==> src/hw/rtl/drd_pkg.sv <==
// ---------------------------------------------------------------------------
// Dump record deframer package
// Transaction types and result codes shared by the deframer.
// ---------------------------------------------------------------------------
package drd_pkg;

  typedef enum logic [2:0] {
    KIND_DATA       = 3'd0,
    KIND_FILE_START = 3'd1,
    KIND_END_RECORD = 3'd2,
    KIND_END_FILE   = 3'd3,
    KIND_DONE       = 3'd4,
    KIND_NO_CATALOG = 3'd5,
    KIND_TRUNCATED  = 3'd6
  } kind_e;

  localparam logic [2:0] BLOCK_CATALOG = 3'd1;
  localparam logic [2:0] BLOCK_DATA    = 3'd3;
  localparam logic [2:0] FLAG_MAX      = 3'd3;
  localparam logic [2:0] CAT_TIME_WORD = 3'd4;
  localparam logic [8:0] CAT_MIN_LEN   = 9'd4;

  localparam logic [1:0] MARK_NONE       = 2'd0;
  localparam logic [1:0] MARK_END_RECORD = 2'd1;
  localparam logic [1:0] MARK_END_FILE   = 2'd2;

  typedef struct packed {
    logic [59:0] word;
    logic        record_end;
  } in_item_t;

  typedef struct packed {
    kind_e       kind;
    logic [59:0] data_word;
    logic [17:0] user_index;
    logic [5:0]  year_offset;
    logic [5:0]  month;
    logic [5:0]  day;
    logic [5:0]  hour;
    logic [5:0]  minute;
    logic [5:0]  second;
    logic        last;
  } out_item_t;

endpackage

==> src/hw/rtl/dump_record_deframer.sv <==
// ---------------------------------------------------------------------------
// Dump record deframer
// Splits a stream of 60-bit dump words into catalog, data, mark and record status results.
// ---------------------------------------------------------------------------
// The input channel (in_valid_i, in_stall_o, in_item_i) carries one 60-bit
// word per transaction, or a record end marker. The output channel
// (out_valid_o, out_stall_i, out_item_o) carries result transactions; an
// input word causes none, one or two of them, and the last flag marks the
// final result caused by a given word.
// An accepted word is held in an input register and decoded from there;
// its results are registered in the result buffer before they are offered
// on the output channel. The
// decoding logic writes into a two-slot result buffer; a word is decoded as
// soon as the buffer has room for all of its results, so one word is taken
// every cycle while the receiver keeps up and the buffer has that room; a
// data word that closes a block with a mark yields a data and a mark result.
// While the receiver stalls, the buffer fills and the input register then
// holds its word, which raises in_stall_o. Reset empties both registers and
// returns the framing state to waiting for a control word with no catalog
// seen; a record end marker does the same after reporting its status.
// ---------------------------------------------------------------------------
module dump_record_deframer (
  input  logic               clk_i,
  input  logic               rst_ni,
  input  logic               in_valid_i,
  output logic               in_stall_o,
  input  drd_pkg::in_item_t  in_item_i,
  output logic               out_valid_o,
  input  logic               out_stall_i,
  output drd_pkg::out_item_t out_item_o
);
  import drd_pkg::*;

  typedef enum logic [1:0] {
    PH_CTRL = 2'd0,
    PH_CAT  = 2'd1,
    PH_DATA = 2'd2,
    PH_SKIP = 2'd3
  } phase_e;

  logic        in_valid_q, in_valid_d;
  in_item_t    in_q;
  phase_e      phase_q, phase_d;
  logic [8:0]  words_left_q, words_left_d;
  logic [2:0]  cat_idx_q, cat_idx_d;
  logic [1:0]  mark_q, mark_d;
  logic        seen_q, seen_d;
  logic [17:0] held_q, held_d;
  logic [1:0]  count_q, count_d;
  out_item_t   slot0_q, slot0_d, slot1_q, slot1_d;

  out_item_t   res0, res1, kept0;
  logic [1:0]  n_res, free, cnt_pop;
  logic        fire, pop;
  logic [59:0] w;
  logic [2:0]  blk, flag;
  logic [8:0]  len, wl_dec;
  logic [1:0]  mk;

  assign w    = in_q.word;
  assign blk  = w[14:12];
  assign flag = w[11:9];
  assign len  = w[8:0];
  assign wl_dec = words_left_q - 9'd1;

  always_comb begin
    phase_d      = phase_q;
    words_left_d = words_left_q;
    cat_idx_d    = cat_idx_q;
    mark_d       = mark_q;
    seen_d       = seen_q;
    held_d       = held_q;
    res0         = '0;
    res1         = '0;
    n_res        = 2'd0;
    mk           = MARK_NONE;
    if (in_q.record_end) begin
      n_res = 2'd1;
      if (phase_q == PH_CAT || phase_q == PH_DATA) begin
        res0.kind = KIND_TRUNCATED;
      end else if (seen_q) begin
        res0.kind = KIND_DONE;
      end else begin
        res0.kind = KIND_NO_CATALOG;
      end
      phase_d      = PH_CTRL;
      words_left_d = '0;
      cat_idx_d    = '0;
      mark_d       = MARK_NONE;
      seen_d       = 1'b0;
      held_d       = '0;
    end else begin
      case (phase_q)
        PH_CTRL: begin
          if (flag == 3'd1) begin
            mk = MARK_END_RECORD;
          end else if (flag == 3'd2) begin
            mk = MARK_END_FILE;
          end
          if (blk == BLOCK_CATALOG) begin
            phase_d      = PH_CAT;
            cat_idx_d    = 3'd1;
            words_left_d = len;
          end else if (blk == BLOCK_DATA && flag <= FLAG_MAX) begin
            if (len == '0) begin
              if (seen_q && mk != MARK_NONE) begin
                n_res     = 2'd1;
                res0.kind = kind_e'({1'b0, mk} + 3'd1);
              end
            end else begin
              phase_d      = PH_DATA;
              words_left_d = len;
              mark_d       = mk;
            end
          end else begin
            words_left_d = len;
            phase_d      = (len != '0) ? PH_SKIP : PH_CTRL;
          end
        end
        PH_CAT: begin
          if (cat_idx_q == 3'd1) begin
            held_d = w[17:0];
          end
          if (cat_idx_q >= CAT_TIME_WORD) begin
            n_res            = 2'd1;
            res0.kind        = KIND_FILE_START;
            res0.user_index  = held_q;
            res0.year_offset = w[35:30];
            res0.month       = w[29:24];
            res0.day         = w[23:18];
            res0.hour        = w[17:12];
            res0.minute      = w[11:6];
            res0.second      = w[5:0];
            seen_d           = 1'b1;
            cat_idx_d        = '0;
            if (words_left_q > CAT_MIN_LEN) begin
              words_left_d = words_left_q - CAT_MIN_LEN;
              phase_d      = PH_SKIP;
            end else begin
              words_left_d = '0;
              phase_d      = PH_CTRL;
            end
          end else begin
            cat_idx_d = cat_idx_q + 3'd1;
          end
        end
        PH_DATA: begin
          words_left_d = wl_dec;
          if (seen_q) begin
            res0.kind      = KIND_DATA;
            res0.data_word = w;
          end
          if (wl_dec == '0) begin
            phase_d = PH_CTRL;
            mark_d  = MARK_NONE;
          end
          if (seen_q && wl_dec == '0 && mark_q != MARK_NONE) begin
            n_res     = 2'd2;
            res1.kind = kind_e'({1'b0, mark_q} + 3'd1);
          end else if (seen_q) begin
            n_res = 2'd1;
          end
        end
        default: begin
          words_left_d = wl_dec;
          if (wl_dec == '0) begin
            phase_d = PH_CTRL;
          end
        end
      endcase
    end
    if (n_res == 2'd2) begin
      res1.last = 1'b1;
    end else begin
      res0.last = 1'b1;
    end
  end

  assign pop     = (count_q != 2'd0) && !out_stall_i;
  assign cnt_pop = count_q - {1'b0, pop};
  assign free    = 2'd2 - cnt_pop;
  assign fire    = in_valid_q && (n_res <= free);
  assign kept0   = pop ? slot1_q : slot0_q;

  assign in_stall_o  = in_valid_q && !fire;
  assign out_valid_o = (count_q != 2'd0);
  assign out_item_o  = slot0_q;

  always_comb begin
    in_valid_d = fire ? 1'b0 : in_valid_q;
    if (in_valid_i && !in_stall_o) begin
      in_valid_d = 1'b1;
    end
    slot0_d = (cnt_pop != 2'd0) ? kept0 : res0;
    if (cnt_pop == 2'd2) begin
      slot1_d = slot1_q;
    end else if (cnt_pop == 2'd1) begin
      slot1_d = res0;
    end else begin
      slot1_d = res1;
    end
    count_d = fire ? cnt_pop + n_res : cnt_pop;
  end

  always_ff @(posedge clk_i or negedge rst_ni) begin
    if (!rst_ni) begin
      in_valid_q   <= 1'b0;
      count_q      <= 2'd0;
      phase_q      <= PH_CTRL;
      words_left_q <= '0;
      cat_idx_q    <= '0;
      mark_q       <= MARK_NONE;
      seen_q       <= 1'b0;
      held_q       <= '0;
    end else begin
      in_valid_q <= in_valid_d;
      count_q    <= count_d;
      if (fire) begin
        phase_q      <= phase_d;
        words_left_q <= words_left_d;
        cat_idx_q    <= cat_idx_d;
        mark_q       <= mark_d;
        seen_q       <= seen_d;
        held_q       <= held_d;
      end
    end
  end

  always_ff @(posedge clk_i) begin
    if (in_valid_i && !in_stall_o) begin
      in_q <= in_item_i;
    end
    slot0_q <= slot0_d;
    slot1_q <= slot1_d;
  end

  a_count_bound : assert property (@(posedge clk_i) disable iff (!rst_ni)
    count_q != 2'd3)
    else $error("result buffer count out of range");

  a_item_held : assert property (@(posedge clk_i) disable iff (!rst_ni)
    in_valid_q && !fire |=> in_valid_q && $stable(in_q))
    else $error("undecoded word lost from input register");

  a_record_reset : assert property (@(posedge clk_i) disable iff (!rst_ni)
    fire && in_q.record_end |=> phase_q == PH_CTRL && !seen_q && mark_q == MARK_NONE)
    else $error("framing state not cleared after record end");

  a_cat_index : assert property (@(posedge clk_i) disable iff (!rst_ni)
    phase_q == PH_CAT |-> cat_idx_q >= 3'd1 && cat_idx_q <= CAT_TIME_WORD)
    else $error("catalog word index out of range");

endmodule
==> config.mk <==
export PLATFORM = sky130hd
export DESIGN_NAME = dump_record_deframer
export DESIGN_NICKNAME = d
export VERILOG_FILES = /design/src/hw/rtl/drd_pkg.sv /design/src/hw/rtl/dump_record_deframer.sv
export SDC_FILE = /design/constraint.sdc
export NUM_CORES = 1
export LEC_CHECK = 0
export ABC_AREA = 1
export BUFFER_PORTS_ARGS = -buffer_cell sky130_fd_sc_hd__buf_2
export CORE_MARGIN = 3
export CORE_UTILIZATION = 59
export CTS_BUF_LIST = sky130_fd_sc_hd__clkbuf_8
export CTS_CLUSTER_SIZE = 25
export DETAILED_ROUTE_END_ITERATION = 8
export PLACE_DENSITY = 0.81
export RECOVER_POWER = 100
export SLEW_MARGIN = 5
export SYNTH_ARGS = -nofsm -noshare
export SYNTH_HDL_FRONTEND = slang
export SYNTH_SLANG_ARGS = --single-unit
==> constraint.sdc <==
create_clock -name clk_i -period 12.2 [get_ports clk_i]
set_clock_uncertainty 0.05 [all_clocks]
set_input_delay 2.44 -clock clk_i [delete_from_list [all_inputs] [get_ports clk_i]]
set_output_delay 2.44 -clock clk_i [all_outputs]
set_load 0.005 [all_outputs]
After elaboration in Yosys (flattened, before gate mapping):

Index checks and enable logic that the tools add are counted.

* bits in registers: 335
* bits of input ports: 65
* output and inout port bits: 120
* logic and storage cells: 162

* add/sub/neg operators: 8
* $lt $le $gt $ge: 4
* equality and inequality tests: 18
* muxes and demuxes: 69
* reduce and logical (&&, ||, !) cells: 33

Operators with widths (number)
* 118-bit two-way mux: 3
* 60-bit two-way mux: 2
* 114-bit two-way mux: 1
* 54-bit two-way mux: 2
* 18-bit two-way mux: 3
* 9-bit two-way mux: 6
* 2-bit two-way mux: 20
* 3-bit two-way mux: 11
* 9-bit logical NOT: 2
* 9-bit case mux with 2 select lines: 1
* 2-bit nonzero test: 8
* 1-bit two-way mux: 15
* 3-bit inequality test, second input constant: 4
* 3-bit AND reduction: 4
* 3-bit by 1-bit == test with 1-bit output, second input constant: 3
* 9-bit by 3-bit greater-than comparator with 1-bit output, second input constant: 1
* 3-bit case mux with 3 select lines: 1
* 9-bit nonzero test: 1
* 9-bit by 1-bit subtractor with 9-bit output, second input constant: 1
* 9-bit by 3-bit subtractor with 9-bit output, second input constant: 1
* 1-bit logical AND: 8
* 2-bit case mux with 2 select lines: 2
* 2-bit by 1-bit adder with 3-bit output, second input constant: 2
* 2-bit == test, second input constant: 3
* other kinds (21): 27

Longest topological paths before layout:

Gate-level depths: netlist of run 1.

* depth after elaboration: 20
* depth in mapped cells: 25
* gate-level depth less buffers: 25

Worst setup path after synthesis of run 1:

Ideal clock, no wire load.

* kind: in2out
* from: in out_stall_i
* to: out in_stall_o
* arrival time: 3.900 ns
* required time: 9.710 ns
* slack: 5.810 ns
* stages on the path: 11
* buffers on the path: 0
* cell sequence: a21oi_1 > ha_1 > xnor2_1 > inv_1 > ha_1 > inv_1 > ha_1 > inv_1 > nor2_1 > o22ai_2 > nor2_1

* longest elaborated chain between the ends: 8

Ends and longest elaborated chain
* start, declared: line dump_record_deframer.sv:29 `input logic out_stall_i,`
* 1-bit logical NOT: line dump_record_deframer.sv:179 `assign pop = (count_q != 2'd0) && !out_stall_i;`
* 1-bit logical AND: line dump_record_deframer.sv:179
* 2-bit by 1-bit subtractor with 2-bit output: line dump_record_deframer.sv:180 `assign cnt_pop = count_q - {1'b0, pop};`
* 2-bit subtractor: line dump_record_deframer.sv:181 `assign free = 2'd2 - cnt_pop;`
* 2-bit <= comparator: line dump_record_deframer.sv:182 `assign fire = in_valid_q && (n_res <= free);`
* 1-bit logical AND: line dump_record_deframer.sv:182
* 1-bit logical NOT: line dump_record_deframer.sv:185 `assign in_stall_o = in_valid_q && !fire;`
* 1-bit logical AND: line dump_record_deframer.sv:185
* end, declared: line dump_record_deframer.sv:26 `output logic in_stall_o,`

Every way passes these cells.

Worst setup path in the final report of run 1:

* from: in out_stall_i
* to: reg slot0_q, in the netlist out_item_o[60] (enable)

* longest elaborated chain between the ends: 5

Ends and longest elaborated chain
* 1-bit logical NOT (*): line dump_record_deframer.sv:179
* 1-bit logical AND (*): line dump_record_deframer.sv:179
* 2-bit by 1-bit subtractor with 2-bit output: line dump_record_deframer.sv:180
* 2-bit nonzero test: line dump_record_deframer.sv:194 `slot0_d = (cnt_pop != 2'd0) ? kept0 : res0;`
* 2-bit inequality test (no line) (*)
* end signal, assigned: line dump_record_deframer.sv:233 `slot0_q <= slot0_d;`
* end, declared: line dump_record_deframer.sv:50 `out_item_t slot0_q, slot0_d, slot1_q, slot1_d;`

Mark *: on every way between the ends. The rest lies on a longest branch, timed or not.
A chain may end at the register's enable or synchronous reset.

==> results_tabular.tex, run 1 <==
\begin{tabular}{lr}
\hline
Metric & Value \\
\hline
\multicolumn{2}{l}{\textbf{Outcome}} \\
Status & finished with violations \\
Violations in the final reports & capacitance limit, slew limit \\
\multicolumn{2}{l}{\textbf{Place}} \\
Buffers added on ports & 184 \\
HPWL after detailed placement & 18,700 um \\
Placed instance area & between 15,000 and 20,000 um2 \\
Final weighted congestion in routability-driven placement & between 0.8 and 0.9 \\
\multicolumn{2}{l}{\textbf{Cells and area}} \\
Final design utilization & 0.689 \\
Most frequent cells in the layout & 297 x sky130\_fd\_sc\_hd\_\_edfxtp\_1, 247 x sky130\_fd\_sc\_hd\_\_nand2\_1, 103 x sky130\_fd\_sc\_hd\_\_buf\_2 \\
Number of fill cells & 1,711 \\
\# nets final & 1,410 \\
Synth-to-layout area growth & 13.7\% \\
Most frequent standard cell in the layout excluding fill and tap cells & sky130\_fd\_sc\_hd\_\_edfxtp\_1 \\
Design Area, Final & approximately 16,000 um2 \\
Layout cells sized above 1 & 0.146 \\
\multicolumn{2}{l}{\textbf{STA}} \\
Pins over their slew limit & 559 \\
Unrepaired setup endpoints after global routing & false \\
Highest clock frequency the design can meet & between 100 and 150 MHz \\
Final period demand of the worst path & 8.42 ns \\
Setup TNS & 0 ns \\
Worst hold slack & around 0.44 ns \\
Final Hold Fails & 0 \\
Transition time at the pin with the least slew margin & 4.51 ns \\
Count of final setup violators & 0 \\
Remaining max-slew budget at the tightest pin & -2.01 \\
Period utilization & 0.690 \\
\multicolumn{2}{l}{\textbf{CTS}} \\
Clock buffers created by TritonCTS & 51 \\
Cell at the root of the clock tree & sky130\_fd\_sc\_hd\_\_clkbuf\_8 \\
Total number of H-tree levels & 2 \\
Source-to-sink clock delay at the later pin of the worst-skew pair & 0.57 ns \\
CTS Sinks & about 340 \\
Clock-pin slew of the registers on the worst-case setup and hold paths & 0.06 ns \\
Post-CTS Setup Repair Bufs & 0 \\
CTS tree & built \\
Count of hold buffers inserted by post-cts repair & 0 \\
Number of buffers on the longest clock path & 3 \\
Post-CTS resize count & 0 \\
\multicolumn{2}{l}{\textbf{Global route}} \\
Grt total ovfl & 0 \\
Met2 layer usage reported by global route & 0.385 \\
Antenna violations before repair & 2 \\
Met1 usage in global routing & 0.308 \\
Total track usage & 0.232 \\
Largest net degree at the start of global routing & $\sim$120 \\
Wire length of the first global-routing pass & 47,500 um \\
Number of global-route vias before repair & 9,019 \\
Most heavily used metal layer in global routing & met2 \\
Met3 Resource Use GR & 0.0492 \\
\multicolumn{2}{l}{\textbf{Die}} \\
Initial cell density of the core & 0.606 \\
Num rows & 55 \\
Width of the chip & 159 um \\
Total die area & 25,400 um2 \\
Total I/O pin count & 185 \\
Core box area & 22,900 um2 \\
Y dimension of the die & 159 um \\
\multicolumn{2}{l}{\textbf{Logic synthesis}} \\
EDFF count, synth & 297 \\
Async set-or-reset flop fraction in the synthesized netlist & 0.113 \\
Sequential fraction of the synthesis area & 0.710 \\
Top-area cell type share of the netlist area & 0.642 \\
Count of state elements after synthesis & 335 \\
Count of cell types in the netlist & 35 \\
Top post-synthesis cells by area & sky130\_fd\_sc\_hd\_\_edfxtp\_1 64\%, sky130\_fd\_sc\_hd\_\_dfrtp\_1 6.8\%, sky130\_fd\_sc\_hd\_\_nand2\_1 6.7\%, sky130\_fd\_sc\_hd\_\_o31ai\_1 4.8\%, sky130\_fd\_sc\_hd\_\_nor3\_1 3.3\% \\
Number of cells produced by synthesis & 1,145 \\
Largest area contributor in the synthesized netlist & sky130\_fd\_sc\_hd\_\_edfxtp\_1 \\
Main synth FF type & sky130\_fd\_sc\_hd\_\_edfxtp\_1 \\
Synthesized net count & 1,231 \\
Summed instance area of the synthesized netlist & 13,900 um2 \\
Number of warnings printed during yosys synthesis & 0 \\
Synthesized area per cell & 12.1 um2 \\
\multicolumn{2}{l}{\textbf{Worst setup path}} \\
Worst Reg2Reg Path Length in Cells & 7 \\
Data required, critical path & roughly 12 ns \\
Worst R2R End & out\_item\_o[60] \\
CP Launch Point & out\_stall\_i \\
Worst Path Max Fanout & 87 \\
Type of the worst setup path & in -> reg \\
Internal reg-to-reg setup slack & 5.23 ns \\
Data arrival, critical path & 8.43 ns \\
Type of destination of the critical path & flip-flop \\
Startpoint Class & input port \\
Worst R2R Start & count\_q[1] \\
\multicolumn{2}{l}{\textbf{Drt}} \\
DRC violations left & 0 \\
Initial DRC Count & just over 1,000 \\
Routed via count divided by cell count & roughly 5.5 \\
Number of iterations in the first detailed-routing pass & 7 \\
Routed wirelength normalized by instance count & 17.7 um \\
Total detailed-routing wirelength & approximately 30,000 um \\
Count of nets left with antenna violations after detail routing & 0 \\
Vias after detailed routing & $\sim$9,300 \\
\multicolumn{2}{l}{\textbf{Hold path}} \\
Hold Crit Depth & 2 \\
Worst Hold End & held\_q[1] \\
Worst hold path startpoint & held\_q[1] \\
Tightest Hold Check Type & reg -> reg \\
\multicolumn{2}{l}{\textbf{Pwr}} \\
Worst vdd ir & 0.366 mV \\
Leakage power total & about 0.0062 uW \\
Power per cell area & 289 nW/um2 \\
Total power consumption of the routed design & 4570 uW \\
\multicolumn{2}{l}{\textbf{Flow run}} \\
Number of max-capacitance violations reported & 8 \\
\hline
\end{tabular}
-- synth_stat cells (all sizes together) (2+ instances only) --
master and count:
nor3 93, inv 95, nor2 58, clkbuf 53, dfrtp 38, nand4 7, edfxtp 297, o22ai 6
buf 13, nand3 21, o211ai 2, ha 21, a21oi 9, a22oi 4, xor2 3, nor3b 2
o21ai 77, o31ai 88, xnor2 2, nand2 252
-- stage by stage --
step / instances / worst slack (ns)
after global routing: 1682 / 2.93
after CTS: 1680 / 5.40
after detailed placement: 1584 / 5.40
after floorplan: 1145 / 5.81
final: 1682 / 3.78
after global placement: 1584 / 5.54
-- logic make-up (layout without fill, tap and decap cells) --
logic type               Yosys count  count (layout)  synth area share
AND/OR/NAND/NOR                  435             435             0.137
flip-flops                       335             335             0.710
AO/OA/AOI/OAI                    187             187            0.0861
buffers and inverters            162             384            0.0445
adder cells (fa/ha/maj)           21              21            0.0189
XOR/XNOR                           5               5           0.00315
other                              0               2                 0
-- flip-flops by register name (all words and copies together) (netlist names) --
register and count:
out_item_o 118, held_q 18, in_q 1, slot1_q 118
words_left_q 9, count_q 2, in_valid_q 1, mark_q 2
seen_q 1, phase_q 2, w 60, cat_idx_q 3
-- report_power, final --
group | switching (uW) | internal [uW] | total (uW)
clock | 419 | 415 | 834
combinational | 1190 | 358 | 1550
sequential | 168 | 2020 | 2180
total | 1780 | 2790 | 4570
-- area by class of cell --
| cell class | instances | area [um2] | area share |
|---|---|---|---|
| repair buffers | 192 | 865 | 0.0547 |
| flip-flops and latches | 335 | 9870 | 0.625 |
| inverters | 96 | 364 | 0.0231 |
| clock inverters | 45 | 226 | 0.0143 |
| well taps | 313 | 392 | 0.0248 |
| multi-input cells | 648 | 3370 | 0.213 |
| clock buffers | 51 | 702 | 0.0444 |
| diodes | 2 | 5.00 | 0.000317 |
-- layer usage --
layer  up-vias  share of wire
met5         -              0
met4         0          0.028
met3        69          0.076
met2       399           0.48
met1      4437           0.41
li1       4430              -
-- worst max-delay path: stages --
cell and delay [ns]:
sky130_fd_sc_hd__buf_2 0.10, sky130_fd_sc_hd__a21oi_1 0.15, sky130_fd_sc_hd__ha_1 0.20, sky130_fd_sc_hd__xnor2_1 0.21, sky130_fd_sc_hd__ha_1 0.31, sky130_fd_sc_hd__or2_0 1.67, sky130_fd_sc_hd__clkbuf_1 3.27
-- worst max path at each step --
stage / slack, ns / to
final: 3.78 / out_item_o[60]
after global routing: 2.93 / out_item_o[5]
after CTS: 5.40 / in_stall_o
after detailed placement: 5.40 / in_stall_o
after global placement: 5.54 / in_stall_o
after floorplan: 5.81 / in_stall_o
Note: power is estimated with default switching activity, not from simulation.
==> run 2: changes to the inputs <==
==> constraint.sdc (replaced) <==
create_clock -name clk_i -period 7.8 [get_ports clk_i]
set_clock_uncertainty 0.05 [all_clocks]
set_input_delay 1.56 -clock clk_i [delete_from_list [all_inputs] [get_ports clk_i]]
set_output_delay 1.56 -clock clk_i [all_outputs]
set_load 0.005 [all_outputs]
==> results_tabular.tex, run 2 (same netlist as run 1, synthesis figures left out) <==
\begin{tabular}{lr}
\hline
Metric & Value \\
\hline
\multicolumn{2}{l}{\textbf{Outcome}} \\
Status & finished with violations \\
Violations in the final reports & capacitance limit, slew limit \\
\multicolumn{2}{l}{\textbf{Worst setup path}} \\
Type of destination of the critical path & flip-flop \\
Data required, critical path & 7.98 ns \\
Worst Path Max Fanout & 69 \\
Type of the worst setup path & in -> reg \\
CP max-delay cell & sky130\_fd\_sc\_hd\_\_clkinvlp\_2 \\
Worst Reg2Reg Path Length in Cells & 23 \\
Internal reg-to-reg setup slack & 2.64 ns \\
CP Launch Point & out\_stall\_i \\
Worst setup endpoint & slot1\_q[69] \\
Data arrival, critical path & 5.94 ns \\
Worst R2R End & words\_left\_q[6] \\
Startpoint Class & input port \\
Worst R2R Start & words\_left\_q[2] \\
Cell type with the highest occurrence count on the critical path & sky130\_fd\_sc\_hd\_\_ha\_1 \\
CP cell instances & buf\_2 -> a21oi\_1 -> ha\_1 -> xnor2\_1 -> inv\_1 -> ha\_1 -> clkinvlp\_2 -> buf\_4 \\
CP peak stage delay & 2.27 ns \\
\multicolumn{2}{l}{\textbf{Place}} \\
Final weighted congestion in routability-driven placement & $\sim$0.9 \\
Number of cells after detailed placement & 1,583 \\
HPWL after detailed placement & about 19,000 um \\
Buffers added on ports & 184 \\
\multicolumn{2}{l}{\textbf{STA}} \\
Unrepaired setup endpoints after global routing & false \\
Remaining max-slew budget at the tightest pin & -1.06 \\
Highest clock frequency the design can meet & between 150 and 200 MHz \\
Pins over their slew limit & 418 \\
Final period demand of the worst path & 5.77 ns \\
Transition time at the pin with the least slew margin & roughly 3 ns \\
Setup TNS & 0 ns \\
Count of final setup violators & 0 \\
Final Hold Fails & 0 \\
Period utilization & 0.740 \\
\multicolumn{2}{l}{\textbf{Global route}} \\
Grt total ovfl & 0 \\
Total track usage & 0.234 \\
Wire length of the first global-routing pass & about 47,000 um \\
Largest net degree at the start of global routing & between 100 and 150 \\
Number of global-route vias before repair & 8,955 \\
Antenna violations before repair & 2 \\
\multicolumn{2}{l}{\textbf{CTS}} \\
Total number of H-tree levels & 2 \\
Count of hold buffers inserted by post-cts repair & 0 \\
CTS tree & built \\
Post-CTS resize count & 0 \\
CTS Sinks & $\sim$340 \\
Post-CTS Setup Repair Bufs & 0 \\
Number of buffers on the longest clock path & 3 \\
Cell at the root of the clock tree & sky130\_fd\_sc\_hd\_\_clkbuf\_8 \\
Source-to-sink clock delay at the later pin of the worst-skew pair & 0.57 ns \\
Clock buffers created by TritonCTS & between 50 and 60 \\
Clock-pin slew of the registers on the worst-case setup and hold paths & 0.06 ns \\
\multicolumn{2}{l}{\textbf{Drt}} \\
Routed via count divided by cell count & 5.54 \\
Number of iterations in the first detailed-routing pass & 5 \\
Initial DRC Count & 815 \\
Routed wirelength normalized by instance count & 17.8 um \\
Total detailed-routing wirelength & roughly 30,000 um \\
Count of nets left with antenna violations after detail routing & 0 \\
Vias after detailed routing & 9,288 \\
DRC violations left & 0 \\
\multicolumn{2}{l}{\textbf{Hold path}} \\
Tightest Hold Check Type & reg -> reg \\
\multicolumn{2}{l}{\textbf{Flow run}} \\
Number of max-capacitance violations reported & 6 \\
\multicolumn{2}{l}{\textbf{Die}} \\
Total I/O pin count & 185 \\
Width of the chip & 159 um \\
Num rows & 55 \\
Y dimension of the die & 159 um \\
Initial cell density of the core & 0.606 \\
Core box area & around 23,000 um2 \\
Total die area & between 20,000 and 30,000 um2 \\
\multicolumn{2}{l}{\textbf{Cells and area}} \\
Final instance count without filler cells & 1,677 \\
Most frequent standard cell in the layout excluding fill and tap cells & sky130\_fd\_sc\_hd\_\_edfxtp\_1 \\
\# nets final & 1,409 \\
Synth-to-layout area growth & 13.9\% \\
Layout cells sized above 1 & 0.153 \\
Most frequent cells in the layout & 297 x sky130\_fd\_sc\_hd\_\_edfxtp\_1, 249 x sky130\_fd\_sc\_hd\_\_nand2\_1, 110 x sky130\_fd\_sc\_hd\_\_buf\_2 \\
\multicolumn{2}{l}{\textbf{Pwr}} \\
Power per cell area & 451 nW/um2 \\
Worst vdd ir & 0.795 mV \\
Leakage power total & 0.00625 uW \\
\hline
\end{tabular}
## run 2: cell types whose count changed in the layout (fill, tap and decap cells not counted), moves of 4 or more
cell	before	now
sky130_fd_sc_hd__buf_2	103	110
sky130_fd_sc_hd__clkbuf_8	51	61
sky130_fd_sc_hd__clkinv_1	14	10
sky130_fd_sc_hd__clkbuf_1	85	74
## run 2: worst max-delay path, delay by kind of cell
family / cells / cell delay [ns]
XOR/XNOR: 1 / 0.12
buffers and inverters: 4 / 3.67
AO/OA/AOI/OAI: 1 / 0.16
adder cells (fa/ha/maj): 2 / 0.35
## run 2: how the worst min path moves through the flow
stage                     depth (start not counted)  slack, ns        from    endpoint
after floorplan                                   2       0.40  held_q[17]  held_q[17]
after global placement                            2       0.42  held_q[17]  held_q[17]
after detailed placement                          2       0.43   held_q[2]   held_q[2]
after CTS                                         2       0.44   held_q[2]   held_q[2]
after global routing                              2       0.47   held_q[0]   held_q[0]
final                                             2       0.44  held_q[11]  held_q[11]
## run 2: stage by stage
stage / utilization / area [um2] / hold WS (ns) / setup slack [ns] / total power (uW)
after floorplan: - / 13900 / 0.403 / 2.69 / 5000
after global placement: 0.655 / 15000 / 0.416 / 2.90 / 5750
after detailed placement: 0.655 / 15000 / 0.425 / 2.85 / 5870
after CTS: 0.697 / 16000 / 0.440 / 2.85 / 7220
after global routing: 0.690 / 15800 / 0.467 / 1.49 / 7620
final: 0.690 / 15800 / 0.440 / 2.03 / 7130
## run 2: layer usage
metal	wire (um)	GRT usage	vias up
met3	2090	0.0445	60
met4	998	0.0923	0
met5	0	0	-
met2	14100	0.374	387
li1	-	-	4421
met1	12700	0.322	4420
## run 2: report_power, final
part           internal (uW)  switching [uW]  leakage (uW)
registers               3080             259       0.00362
clock network            707             637      0.000570
logic                    573            1870       0.00206
## run 2: layout make-up
cell class	instances	area, um2
flip-flops and latches	335	9870
clock buffers	61	840
multi-input cells	648	3340
clock inverters	31	128
diodes	2	5.00
well taps	313	392
repair buffers	191	876
fillers	1681	7090
inverters	96	368
